===== config.mk =====
export PLATFORM = sky130hd
export DESIGN_NAME = lbrf_outq
export DESIGN_NICKNAME = d
export VERILOG_FILES = /design/src/design/lbrf_pkg.sv /design/src/design/lbrf_outq.sv
export VERILOG_INCLUDE_DIRS = /design/src /design/src/design
export SDC_FILE = /design/constraint.sdc
export NUM_CORES = 1
export LEC_CHECK = 0
export BUFFER_PORTS_ARGS = -buffer_cell sky130_fd_sc_hd__buf_2
export CORE_ASPECT_RATIO = 1.4
export CORE_MARGIN = 2
export CORE_UTILIZATION = 54
export DETAILED_ROUTE_END_ITERATION = 10
export GPL_ROUTABILITY_DRIVEN = 0
export PLACE_DENSITY = 0.78
export SYNTH_ARGS = -nofsm -noshare
export SYNTH_HDL_FRONTEND = slang
export SYNTH_SLANG_ARGS = --single-unit

===== constraint.sdc =====
create_clock -name clk -period 2.95 [get_ports clk]
set_clock_uncertainty 0.05 [all_clocks]
set_input_delay 0 -clock clk [delete_from_list [all_inputs] [get_ports clk]]
set_output_delay 0 -clock clk [all_outputs]
set_load 0.005 [all_outputs]

===== src/design/longest_balanced_run_finder_macros.svh =====
// ---------------------------------------------------------------------------
// longest balanced run finder assertion macros
// shared concurrent assertion wrappers, clocked on clk, off during reset
// ---------------------------------------------------------------------------
`ifndef LONGEST_BALANCED_RUN_FINDER_MACROS_SVH
`define LONGEST_BALANCED_RUN_FINDER_MACROS_SVH

// condition must hold at every edge out of reset
`define LBRF_ASSERT_ALWAYS(lbl, cond, msg) \
  lbl: assert property (@(posedge clk) disable iff (!rst_n) (cond)) else $error(msg);

// antecedent at one edge implies consequent at the next edge
`define LBRF_ASSERT_NEXT(lbl, ante, cons, msg) \
  lbl: assert property (@(posedge clk) disable iff (!rst_n) (ante) |=> (cons)) else $error(msg);

`endif


===== src/design/lbrf_pkg.sv =====
// ---------------------------------------------------------------------------
// lbrf_pkg
// constants and types of the longest balanced run finder
// ---------------------------------------------------------------------------
`default_nettype none

package lbrf_pkg;

  localparam int MaxLen   = 1024;
  localparam int PosW     = $clog2(MaxLen + 1);
  localparam int BalW     = PosW + 1;
  localparam int TabDepth = 2 * MaxLen + 1;
  localparam int AddrW    = $clog2(TabDepth);
  localparam int StartW   = 10;
  localparam int LenW     = 11;
  localparam int CodeW    = 8;
  localparam int OutDataW = 24;
  localparam int QDepth   = 3;
  localparam int QPtrW    = 2;
  localparam int QCntW    = 2;

  localparam logic [CodeW-1:0] LetterCode = 8'd65;

  // one result word waiting for the output side
  typedef struct packed {
    logic [StartW-1:0] best_start;
    logic [LenW-1:0]   best_length;
    logic              overflow;
    logic              final_res;
  } result_t;

  // element in flight between table read and best update
  typedef struct packed {
    logic            act;
    logic            seen;
    logic            zero;
    logic [PosW-1:0] pos1;
    logic            ovf;
    logic            last;
  } stage_t;

endpackage

`default_nettype wire


===== src/design/lbrf_outq.sv =====
// ---------------------------------------------------------------------------
// lbrf_outq
// three-entry result queue that decouples the pipeline from out_tready
// ---------------------------------------------------------------------------
`default_nettype none

module lbrf_outq (
  input  wire logic                       clk,
  input  wire logic                       rst_n,
  input  wire logic                       push,
  input  wire lbrf_pkg::result_t          push_data,
  output logic [lbrf_pkg::QCntW-1:0]      count,
  output logic                            out_tvalid,
  input  wire logic                       out_tready,
  output lbrf_pkg::result_t               out_data
);
  import lbrf_pkg::*;

  result_t            q_mem [QDepth];
  logic [QPtrW-1:0]   wr_ptr_r;
  logic [QPtrW-1:0]   rd_ptr_r;
  logic [QCntW-1:0]   cnt_r;
  logic               pop;

  assign out_tvalid = (cnt_r != '0);
  assign pop        = out_tvalid & out_tready;
  assign out_data   = q_mem[rd_ptr_r];
  assign count      = cnt_r;

  always_ff @(posedge clk) begin
    if (push) begin
      q_mem[wr_ptr_r] <= push_data;
    end
  end

  always_ff @(posedge clk) begin
    if (!rst_n) begin
      wr_ptr_r <= '0;
      rd_ptr_r <= '0;
      cnt_r    <= '0;
    end else begin
      if (push) begin
        wr_ptr_r <= (wr_ptr_r == QPtrW'(QDepth - 1)) ? '0 : wr_ptr_r + 1'b1;
      end
      if (pop) begin
        rd_ptr_r <= (rd_ptr_r == QPtrW'(QDepth - 1)) ? '0 : rd_ptr_r + 1'b1;
      end
      case ({push, pop})
        2'b10:   cnt_r <= cnt_r + 1'b1;
        2'b01:   cnt_r <= cnt_r - 1'b1;
        default: cnt_r <= cnt_r;
      endcase
    end
  end

`include "longest_balanced_run_finder_macros.svh"

  `LBRF_ASSERT_ALWAYS(a_no_push_full, !(push && !pop && cnt_r == QCntW'(QDepth)), "push into full queue")
  `LBRF_ASSERT_ALWAYS(a_cnt_range, cnt_r <= QCntW'(QDepth), "queue count out of range")
  `LBRF_ASSERT_NEXT(a_push_shows, push && cnt_r == '0, out_tvalid, "pushed word not presented")

endmodule

`default_nettype wire


==> metrics, run 1 <==
post-synthesis simple-gate area fraction 5.594%; endpoint type of the worst setup path output pin; Longest Clk Path Bufs 2; cell taking the most area after synthesis edfxtp_1; GRT Total Usage 17.52%; sequential share of the synthesized area 77.97%; Crit Path Class flip-flop to output pin; Syn-to-layout area delta 28.98%; pwr/cell area 694.4 mW/mm2; Primary FF master, synth edfxtp_1; Worst Hold Class primary input to flip-flop; Static Leak 1.325 nW; Max-Cap Viols 0; Routed WL per cell about 14 um; FP Rows 31; CP startpoint kind flip-flop; Synth Net Count 208; largest family of logic cells by synthesized area multiplexers; sequential share of power 50.5%; Ports 53; Congestion Overflow GR 0; status complete, no violations; Peak VDD IR between 0.0005 and 0.0006 V; R2R cell count 5; share of cells above drive strength 1 27.57%; vias 1664; Comb power frac 17.8%; sw frac 23.46%; Post-route DRC 0; antenna cell count 0; Worst Path Arrival 1.76 ns; total of fill cells in the finished design about 320; CTS Buf Count 9; end-of-flow core utilization between 70 and 80%; Compound-Gate Fraction of Synth Area 5.682%; dpl hpwl 2.836 mm; nets 295; Critical Path Fanout Max 28; XOR/XNOR Fraction of Synth Area 0.6119%; Clock power frac 31.8%; # Post-CTS Setup Buffers 0; post-route worst setup slack 1.139 ns; internal power between 1.5 and 2 mW; clock sinks 77; Die H 90.15 um; worst r2r src wr_ptr_r[0]$_SDFFE_PN0P_; Ys Warns 0; Async SR Flop Fraction 0%; main area contributors after synthesis edfxtp_1 72%, mux2i_1 8.0%, dfxtp_1 5.6%; flop-to-flop setup slack 1.23 ns; vias in the first global route 1638; Synth cell types 22; clock latency on the worst-skew pair 0.33 ns; TritonRoute pass-1 iters 4; part of the cycle the worst path needs 61.38%; number of synthesized flops with an enable pin 69; most frequent cells in the layout 69 x edfxtp_1, 52 x buf_2, 27 x nand2_1, 27 x dlygate4sd3_1, 24 x o21ai_1; Clock Root Buffer clkbuf_8; largest net degree at the start of global routing 29; Antenna Nets Post-Route 0; die area 0.005908 mm2; NetSw 601.4 uW; Max Fclk 0.5522 GHz; Place WS 1.322 ns; global-route wire length before repair 7.334 mm; post-route minimum period between 1.5 and 2 ns; unrepaired setup endpoints after global routing false; Slew headroom between 50% and 60%; Yosys top cell area share 72.38%; initial core utilization a little under three fifths; Crit path required time 2.90 ns; Post-Syn Instances 180; reg2reg end wr_ptr_r[1]$_SDFFE_PN0P_; Setup crit end out_data[21]; synthesized area per cell 15.90 um2; number of antenna violations at the first check in global routing 0; DRT iter0 DRCs 56; CTS tree yes; Vias/cell 4.923; Final Setup Violations 0; Slew Viols, Final 0; Synth Register Bits 77; Worst-path clk slew approximately 0.08 ns; Port Buffer Count 52; mapped cell area 0.002863 mm2; Clock H-tree levels 3; mux contribution to synthesized area 8.042%; worst slew pin tran just over 0.6 ns; final WL 4.773 mm; commonest non-fill, non-tap cell in the layout edfxtp_1; Core Box Area about 0.0052 mm2; Die X 65.54 um; post-route setup TNS 0 ns; adder-cell area share of the yosys netlist 0.4371%; Final Hold Fails 0
## flip-flops by register name, indices dropped and copies added (netlist names), named ones only
register  cells
q_mem        69
count         2
rd_ptr_r      2
wr_ptr_r      2
## routing by layer
| metal | track usage (%) | up-vias | share of wire (%) |
|---|---|---|---|
| li1 | - | 839 | - |
| met1 | 16.90 | 773 | 39 |
| met2 | 31.89 | 43 | 56 |
| met3 | 6.008 | 9 | 3.7 |
| met4 | 8.507 | 0 | 1.7 |
| met5 | 0 | - | 0 |
## timing repair
item	in CTS	in global routing
hold buffers	27	0
gates resized for setup	0	0
hold endpoints to repair	77	0
## cell usage after synthesis, types with 2 or more instances
cell type / instances
a21boi_1: 3
buf_2: 2
buf_4: 2
clkbuf_1: 4
dfxtp_1: 8
edfxtp_1: 69
mux2i_1: 23
nand2_1: 27
nor2_1: 2
nor2b_1: 2
o21a_1: 2
o21ai_1: 24
or3_1: 2
xnor2_1: 2
## through the flow
stage / total power [mW] / hold slack, ns / area, um2 / std cells
detailed placement: 1.746 / 0.1555 / 3213 / 295
global placement: 1.737 / 0.1499 / 3213 / 295
global route: 2.676 / 0.3328 / 3692 / 338
finish: 2.564 / 0.3465 / 3692 / 338
CTS: 2.577 / 0.3338 / 3692 / 338
floorplan: 1.578 / 0.04887 / 2863 / 180
## worst min-delay path by stage
stage,depth (start not counted),to,startpoint
floorplan,0,q_mem[0][0]$_DFFE_PP_,push_data[0]
global placement,1,q_mem[0][9]$_DFFE_PP_,push_data[9]
detailed placement,1,q_mem[0][7]$_DFFE_PP_,push_data[7]
CTS,2,q_mem[0][1]$_DFFE_PP_,push_data[1]
global route,2,q_mem[0][1]$_DFFE_PP_,push_data[1]
finish,2,q_mem[2][11]$_DFFE_PP_,push_data[11]
## area by class of cell
class / count / area, um2 / share of cell area (%)
well taps: 66 / 82.58 / 2.237
repair buffers: 84 / 568.0 / 15.38
flip-flops and latches: 77 / 2232 / 60.45
clock buffers: 11 / 131.4 / 3.558
multi-input cells: 93 / 593.1 / 16.06
inverters: 2 / 7.507 / 0.2033
clock inverters: 5 / 77.57 / 2.101
## logic make-up (layout without fill, tap and decap cells)
kind of cell    Yosys count  after routing
flops                    77             77
compound gates           30             30
xor+xnor                  2              2
mux                      23             23
simple gates             37             37
buf+inv                  10            102
fa+ha+maj                 1              1
## critical path: stages (launching register included)
cell,delay (ns)
dfxtp_1,0.70
buf_4,0.39
nand2_1,0.10
o21ai_1,0.10
buf_2,0.13
## power groups by stage
| stage | Clock [mW] | Combinational [mW] | Sequential, mW |
|---|---|---|---|
| after floorplan | 0 | 0.271 | 1.31 |
| after global placement | 0 | 0.423 | 1.31 |
| after detailed placement | 0 | 0.428 | 1.32 |
| after CTS | 0.827 | 0.457 | 1.29 |
| after global routing | 0.874 | 0.500 | 1.30 |
| final | 0.814 | 0.456 | 1.29 |
(Power assumes the default switching activity.)
==> run 2: changes to the inputs <==
--- a/config.mk
+++ b/config.mk
@@ -6,13 +6,14 @@
 export SDC_FILE = /design/constraint.sdc
 export NUM_CORES = 1
 export LEC_CHECK = 0
+export ABC_AREA = 1
 export BUFFER_PORTS_ARGS = -buffer_cell sky130_fd_sc_hd__buf_2
 export CORE_ASPECT_RATIO = 1.4
 export CORE_MARGIN = 2
-export CORE_UTILIZATION = 54
+export CORE_UTILIZATION = 55
 export DETAILED_ROUTE_END_ITERATION = 10
 export GPL_ROUTABILITY_DRIVEN = 0
-export PLACE_DENSITY = 0.78
+export PLACE_DENSITY = 0.79
 export SYNTH_ARGS = -nofsm -noshare
 export SYNTH_HDL_FRONTEND = slang
 export SYNTH_SLANG_ARGS = --single-unit
==> constraint.sdc (replaced) <==
create_clock -name clk -period 1.8 [get_ports clk]
set_clock_uncertainty 0.05 [all_clocks]
set_input_delay 0 -clock clk [delete_from_list [all_inputs] [get_ports clk]]
set_output_delay 0 -clock clk [all_outputs]
set_load 0.005 [all_outputs]
==> metrics, run 2 <==
post-route worst setup slack 0.2240 ns (-0.9152 ns); Port Buffer Count 52 (unchanged); share of cells above drive strength 1 37.58% (+10 points); Clock H-tree levels 3 (unchanged); Worst Hold End q_mem[0][14]$_DFFE_PP_; commonest non-fill, non-tap cell in the layout edfxtp_1; Post-route DRC 0 (unchanged); DRT iter0 DRCs 76 (+36%); endpoint type of the worst setup path output pin; CP startpoint kind flip-flop; Core Box Area 0.005236 mm2 (+1.5%); hold_sp push_data[14]; Static Leak 1.474 nW (+11%); pwr/cell area 1048 mW/mm2 (+51%); Post-Syn Instances 220 (+22%); Congestion Overflow GR 0 (unchanged); Synth Net Count 248 (+19%); Async SR Flop Fraction 0% (unchanged); Syn-to-layout area delta 27.62%; unrepaired setup endpoints after global routing false; FP Rows 31 (unchanged); Worst-path clk slew 0.07 ns (about the same); Synth Register Bits 77 (unchanged); Peak VDD IR 0.0008071 V (+50%); total of fill cells in the finished design 355 (+12%); post-route minimum period roughly 1.6 ns; Die H 91.58 um (+1.6%); Critical Path Fanout Max 23 (-18%); nets 337 (+14%); R2R cell count 10 (+5); Final Hold Fails 0 (unchanged); reg2reg end count[1]$_SDFFE_PN0P_; Max-Cap Viols 0 (unchanged); CTS tree yes; Clock Root Buffer clkbuf_8; final WL 5.229 mm (+9.6%); Max Fclk 0.6345 GHz; Hold Path Cell Cnt 2 (unchanged); Antenna Nets Post-Route 0 (unchanged); Ys Warns 0 (unchanged); largest register by flop count q_mem; part of the cycle the worst path needs 87.56%; Crit Path Class flip-flop to output pin; worst r2r src count[0]$_SDFFE_PN0P_; mapped cell area 0.003013 mm2 (+5.2%); vias in the first global route 1926 (+18%); Slew headroom 69.94% (+10 points); Final Setup Violations 0 (unchanged); dpl hpwl 3.324 mm (+17%); synthesized area per cell 13.69 um2 (-14%); Routed WL per cell 13.76 um (-2.6%); antenna cell count 0 (unchanged); Primary FF master, synth edfxtp_1; most frequent cells after synthesis 69 x edfxtp_1, 30 x a21oi_1, 30 x nand2_1, 19 x a21oi_2, 19 x nor2_2; largest net degree at the start of global routing 24 (-17%); global-route wire length before repair 8.473 mm (+16%); clock sinks 77 (unchanged); worst slew pin tran 0.4503 ns (-0.1541 ns); status complete, no violations; Place WS 0.4036 ns (-0.9189 ns); CTS Buf Count 9 (unchanged); Worst Hold Class primary input to flip-flop; Slew Viols, Final 0 (unchanged); cell taking the most area after synthesis edfxtp_1; # Post-CTS Setup Buffers 0 (unchanged); Synth cell types 18 (-18%); vias 1884 (+13%); Ports 53 (unchanged); initial core utilization 57.54% (+2.0 points); Vias/cell 4.958 (+0.71%); number of antenna violations at the first check in global routing 0 (unchanged); Worst Path Arrival 1.53 ns (-0.23 ns); main area contributors after synthesis edfxtp_1 69%, a21oi_2 5.5%, dfxtp_1 5.3%; GRT Total Usage 19.27% (+1.8 points); post-route setup TNS 0 ns (unchanged); die area 0.006094 mm2 (+3.2%); Yosys top cell area share 68.77% (-3.6 points); most frequent cells in the layout 69 x edfxtp_1, 52 x buf_2, 30 x a21oi_1, 30 x nand2_1, 26 x dlygate4sd3_1; most common cell in the netlist edfxtp_1; clock latency on the worst-skew pair 0.33 ns (about the same); Die X 66.55 um (+1.5%); flop-to-flop setup slack 0.39 ns (-0.84 ns); TritonRoute pass-1 iters 4 (unchanged); number of synthesized flops with an enable pin 69 (unchanged); Crit path required time 1.75 ns (-1.15 ns); Longest Clk Path Bufs 2 (unchanged); max reg flops 69 (unchanged); sequential share of the synthesized area 74.09% (-3.9 points)
run 2: power by group:
group,total [mW],leakage (nW),switching [mW],internal (mW)
sequential,2.08,0.704,0.0369,2.04
combinational,0.722,0.673,0.402,0.320
clock,1.23,0.0967,0.558,0.669
total,4.03,1.47,0.998,3.03
run 2: per-layer routing:
metal  global-route usage (%)  vias up  wire, um
li1                         -      953         -
met1                    22.51      862      2215
met2                    30.67       55      2598
met3                    4.461       14       246
met4                    13.44        0       168
met5                        0        -         0
run 2: metrics by stage:
stage / cells / hold slack, ns / util [%] / power [mW] / instance area, um2
5_1_grt: 380 / 0.3442 / 73.43 / 4.210 / 3845
6_report: 380 / 0.3447 / 73.43 / 4.031 / 3845
4_1_cts: 380 / 0.3240 / 73.43 / 4.063 / 3845
2_1_floorplan: 220 / 0.04887 / - / 2.544 / 3018
3_3_place_gp: 338 / 0.1484 / 64.78 / 2.789 / 3392
3_5_place_dp: 338 / 0.1545 / 64.78 / 2.803 / 3392
run 2: worst max path at each step:
| stage | start | endpoint | slack, ns | depth (start not counted) |
|---|---|---|---|---|
| 3_5_place_dp | wr_ptr_r[1]$_SDFFE_PN0P_ | q_mem[1][3]$_DFFE_PP_ | 0.40 | 4 |
| 5_1_grt | flip-flop | out_data[6] | 0.15 | 4 |
| 2_1_floorplan | wr_ptr_r[1]$_SDFFE_PN0P_ | q_mem[2][0]$_DFFE_PP_ | 0.02 | 2 |
| 6_report | flip-flop | out_data[6] | 0.22 | 4 |
| 4_1_cts | flip-flop | out_data[6] | 0.25 | 4 |
| 3_3_place_gp | wr_ptr_r[1]$_SDFFE_PN0P_ | q_mem[0][3]$_DFFE_PP_ | 0.45 | 4 |
run 2: final cells by class:
| type | instances | area [um2] | area share [%] |
|---|---|---|---|
| well taps | 66 | 82.58 | 2.148 |
| flip-flops and latches | 77 | 2232 | 58.05 |
| clock inverters | 5 | 51.30 | 1.334 |
| repair buffers | 86 | 618.1 | 16.08 |
| clock buffers | 11 | 141.4 | 3.677 |
| inverters | 14 | 52.55 | 1.367 |
| multi-input cells | 121 | 666.9 | 17.34 |
run 2: kinds of logic (layout without fill, tap and decap cells):
logic type               Yosys count  in the layout  synth area share [%]
flip-flops                        77             77                 74.09
AND/OR/NAND/NOR                   68             68                 10.34
AO/OA/AOI/OAI                     52             52                 11.00
buffers and inverters             22            116                 4.152
adder cells (fa/ha/maj)            1              1                0.4152
run 2: critical path: stages, from the launching register on:
cell     delay, ns
dfxtp_1       0.33
inv_2         0.35
nand2_1       0.10
a21oi_1       0.25
buf_2         0.16
run 2: what timing repair did:
| item | 4_1_cts | 5_1_grt |
|---|---|---|
| hold buffers | 26 | 0 |
| gates resized for setup | 0 | 0 |
| endpoints found under the hold margin | 77 | 0 |
==> run 3: changes to the inputs <==
--- a/config.mk
+++ b/config.mk
@@ -9,11 +9,12 @@
 export ABC_AREA = 1
 export BUFFER_PORTS_ARGS = -buffer_cell sky130_fd_sc_hd__buf_2
 export CORE_ASPECT_RATIO = 1.4
-export CORE_MARGIN = 2
 export CORE_UTILIZATION = 55
 export DETAILED_ROUTE_END_ITERATION = 10
 export GPL_ROUTABILITY_DRIVEN = 0
 export PLACE_DENSITY = 0.79
+export RECOVER_POWER = 25
+export SKIP_CTS_REPAIR_TIMING = 1
 export SYNTH_ARGS = -nofsm -noshare
 export SYNTH_HDL_FRONTEND = slang
 export SYNTH_SLANG_ARGS = --single-unit
==> metrics, run 3 (synthesis gave the netlist of run 2 again) <==
Clock H-tree levels 3 (unchanged); DRT iter0 DRCs 106 (+39%); Slew Viols, Final 0 (unchanged); routing usage on met1 20.55% (-2.0 points); Die H 89.58 um (-2.2%); post-route minimum period 1.537 ns (-0.03910 ns); CTS tree yes; largest net degree at the start of global routing 24 (unchanged); Max Fclk 0.6507 GHz (+2.5%); max incr delay on CP 0.34 ns (about the same); post-placement cell area 0.003377 mm2 (-0.44%); number of antenna violations at the first check in global routing 0 (unchanged); post-route setup TNS 0 ns (unchanged); Static Leak 1.451 nW (-1.5%); die area 0.005782 mm2 (-5.1%); Crit Path Class flip-flop to output pin; R2R cell count 10 (unchanged); worst-path cell chain inv_2, nand2_1, a21oi_1, buf_2; antenna cell count 0 (unchanged); status complete, no violations; unrepaired setup endpoints after global routing false; vias 1948 (+3.4%); Worst Hold Class primary input to flip-flop; vias in the first global route 1784 (-7.4%); Longest Clk Path Bufs 2 (unchanged); Routed WL per cell 14.02 um (+1.9%); Clock Root Buffer clkbuf_8; reg2reg end count[1]$_SDFFE_PN0P_; most frequent cells in the layout 69 x edfxtp_1, 36 x buf_2, 30 x a21oi_1, 30 x nand2_1, 25 x dlygate4sd3_1; Worst Path Arrival 1.49 ns (-0.04 ns); critical path's slowest cell dfxtp_1; Slew headroom 71.19% (+1.3 points); Ports 53 (unchanged); dpl hpwl 3.314 mm (-0.32%); clock sinks 77 (unchanged); FP Rows 31 (unchanged); commonest non-fill, non-tap cell in the layout edfxtp_1; Worst-path clk slew 0.08 ns (about the same); Post-route DRC 0 (unchanged); Max-Cap Viols 0 (unchanged); met3 Usage GRT 4.672% (+0.21 points); Core Box Area 0.005236 mm2 (unchanged); largest register by flop count q_mem; GRT met2 Usage 33.59% (+2.9 points); Peak VDD IR 0.001455 V (+80%); Port Buffer Count 52 (unchanged); Crit path required time 1.75 ns (about the same); max reg flops 69 (unchanged); initial core utilization 57.54% (unchanged); worst slew pin tran 0.4315 ns (-0.01877 ns); flop-to-flop setup slack 0.40 ns (about the same); TritonRoute pass-1 iters 4 (unchanged); global route hottest layer met2; final instance area 0.003846 mm2 (about the same); Final Setup Violations 0 (unchanged); worst r2r src count[0]$_SDFFE_PN0P_; pwr/cell area 1112 mW/mm2 (+6.1%); dpl cells 341 (+0.89%); nets 339 (+0.59%); Congestion Overflow GR 0 (unchanged); CP startpoint kind flip-flop; Syn-to-layout area delta 27.66% (about the same); Antenna Nets Post-Route 0 (unchanged); Critical Path Fanout Max 23 (unchanged); part of the cycle the worst path needs 85.38% (-2.2 points); end-of-flow core utilization 73.45% (about the same); clock latency on the worst-skew pair 0.33 ns (about the same); endpoint type of the worst setup path output pin; Vias/cell 5.099 (+2.9%); final WL 5.355 mm (+2.4%); Final Hold Fails 0 (unchanged); Setup crit end out_data[7]; Finished Layout Cells 382 (+0.53%); CTS Buf Count 9 (unchanged); GRT Total Usage 19.14% (-0.13 points); global-route wire length before repair 7.755 mm (-8.5%); Tot Pwr 4.277 mW (+6.1%); Die X 64.55 um (-3.0%); share of cells above drive strength 1 33.54% (-4.0 points)
==> run 3: changes by cell type in the layout (fill, tap and decap cells not counted), moves of 2 or more <==
cell	previous run	this run
buf_12	3	0
buf_2	52	36
buf_4	5	11
bufinv_16	1	3
clkbuf_1	1	17
==> run 3: per-stage QoR <==
step	setup slack (ns)	hold slack [ns]
after detailed placement	0.4067	0.1526
final	0.2631	0.003412
after floorplan	0.01659	0.04887
after global placement	0.4841	0.1488
after global routing	0.1599	0.02182
after CTS	0.2438	-0.2000
==> run 3: how the worst min path moves through the flow <==
| stage | start | end | slack, ns | cells after the start |
|---|---|---|---|---|
| 2_1_floorplan | push_data[0] | q_mem[0][0]$_DFFE_PP_ | 0.05 | 0 |
| 3_3_place_gp | push_data[2] | q_mem[0][2]$_DFFE_PP_ | 0.15 | 1 |
| 3_5_place_dp | push_data[12] | q_mem[2][12]$_DFFE_PP_ | 0.15 | 1 |
| 4_1_cts | push_data[12] | q_mem[1][12]$_DFFE_PP_ | -0.20 | 1 |
| 5_1_grt | out_tready | rd_ptr_r[0]$_SDFFE_PN0N_ | 0.02 | 4 |
| 6_report | out_tready | flip-flop | 0.003 | 4 |
==> run 3: critical path: cells and delay by family, from the launching register on <==
kind                   cells  cell delay [ns]
AOI/OAI and AO/OA          1             0.24
buffers and inverters      2             0.49
DFF                        1             0.34
and+or+nand+nor            1             0.09
==> run 3: routing by layer <==
layer  part of all wire (%)  wire, um  vias to the layer above
met4                    2.2       119                        0
met5                      0         0                        -
met2                     54      2900                       70
met3                    5.1       275                        9
met1                     38      2058                      911
li1                       -         -                      958
==> run 3: area by class of cell <==
cell class / instances / area, um2
fillers: 382 / 1390
multi-input cells: 121 / 666.9
inverters: 14 / 52.55
clock buffers: 10 / 127.6
well taps: 66 / 82.58
clock inverters: 6 / 111.4
flip-flops and latches: 77 / 2232
repair buffers: 88 / 573.1
==> run 3: power breakdown <==
group          internal [mW]  switching (mW)  leakage, nW
combinational          0.310           0.399        0.631
clock                  0.921           0.565        0.116
sequential              2.04          0.0381        0.704
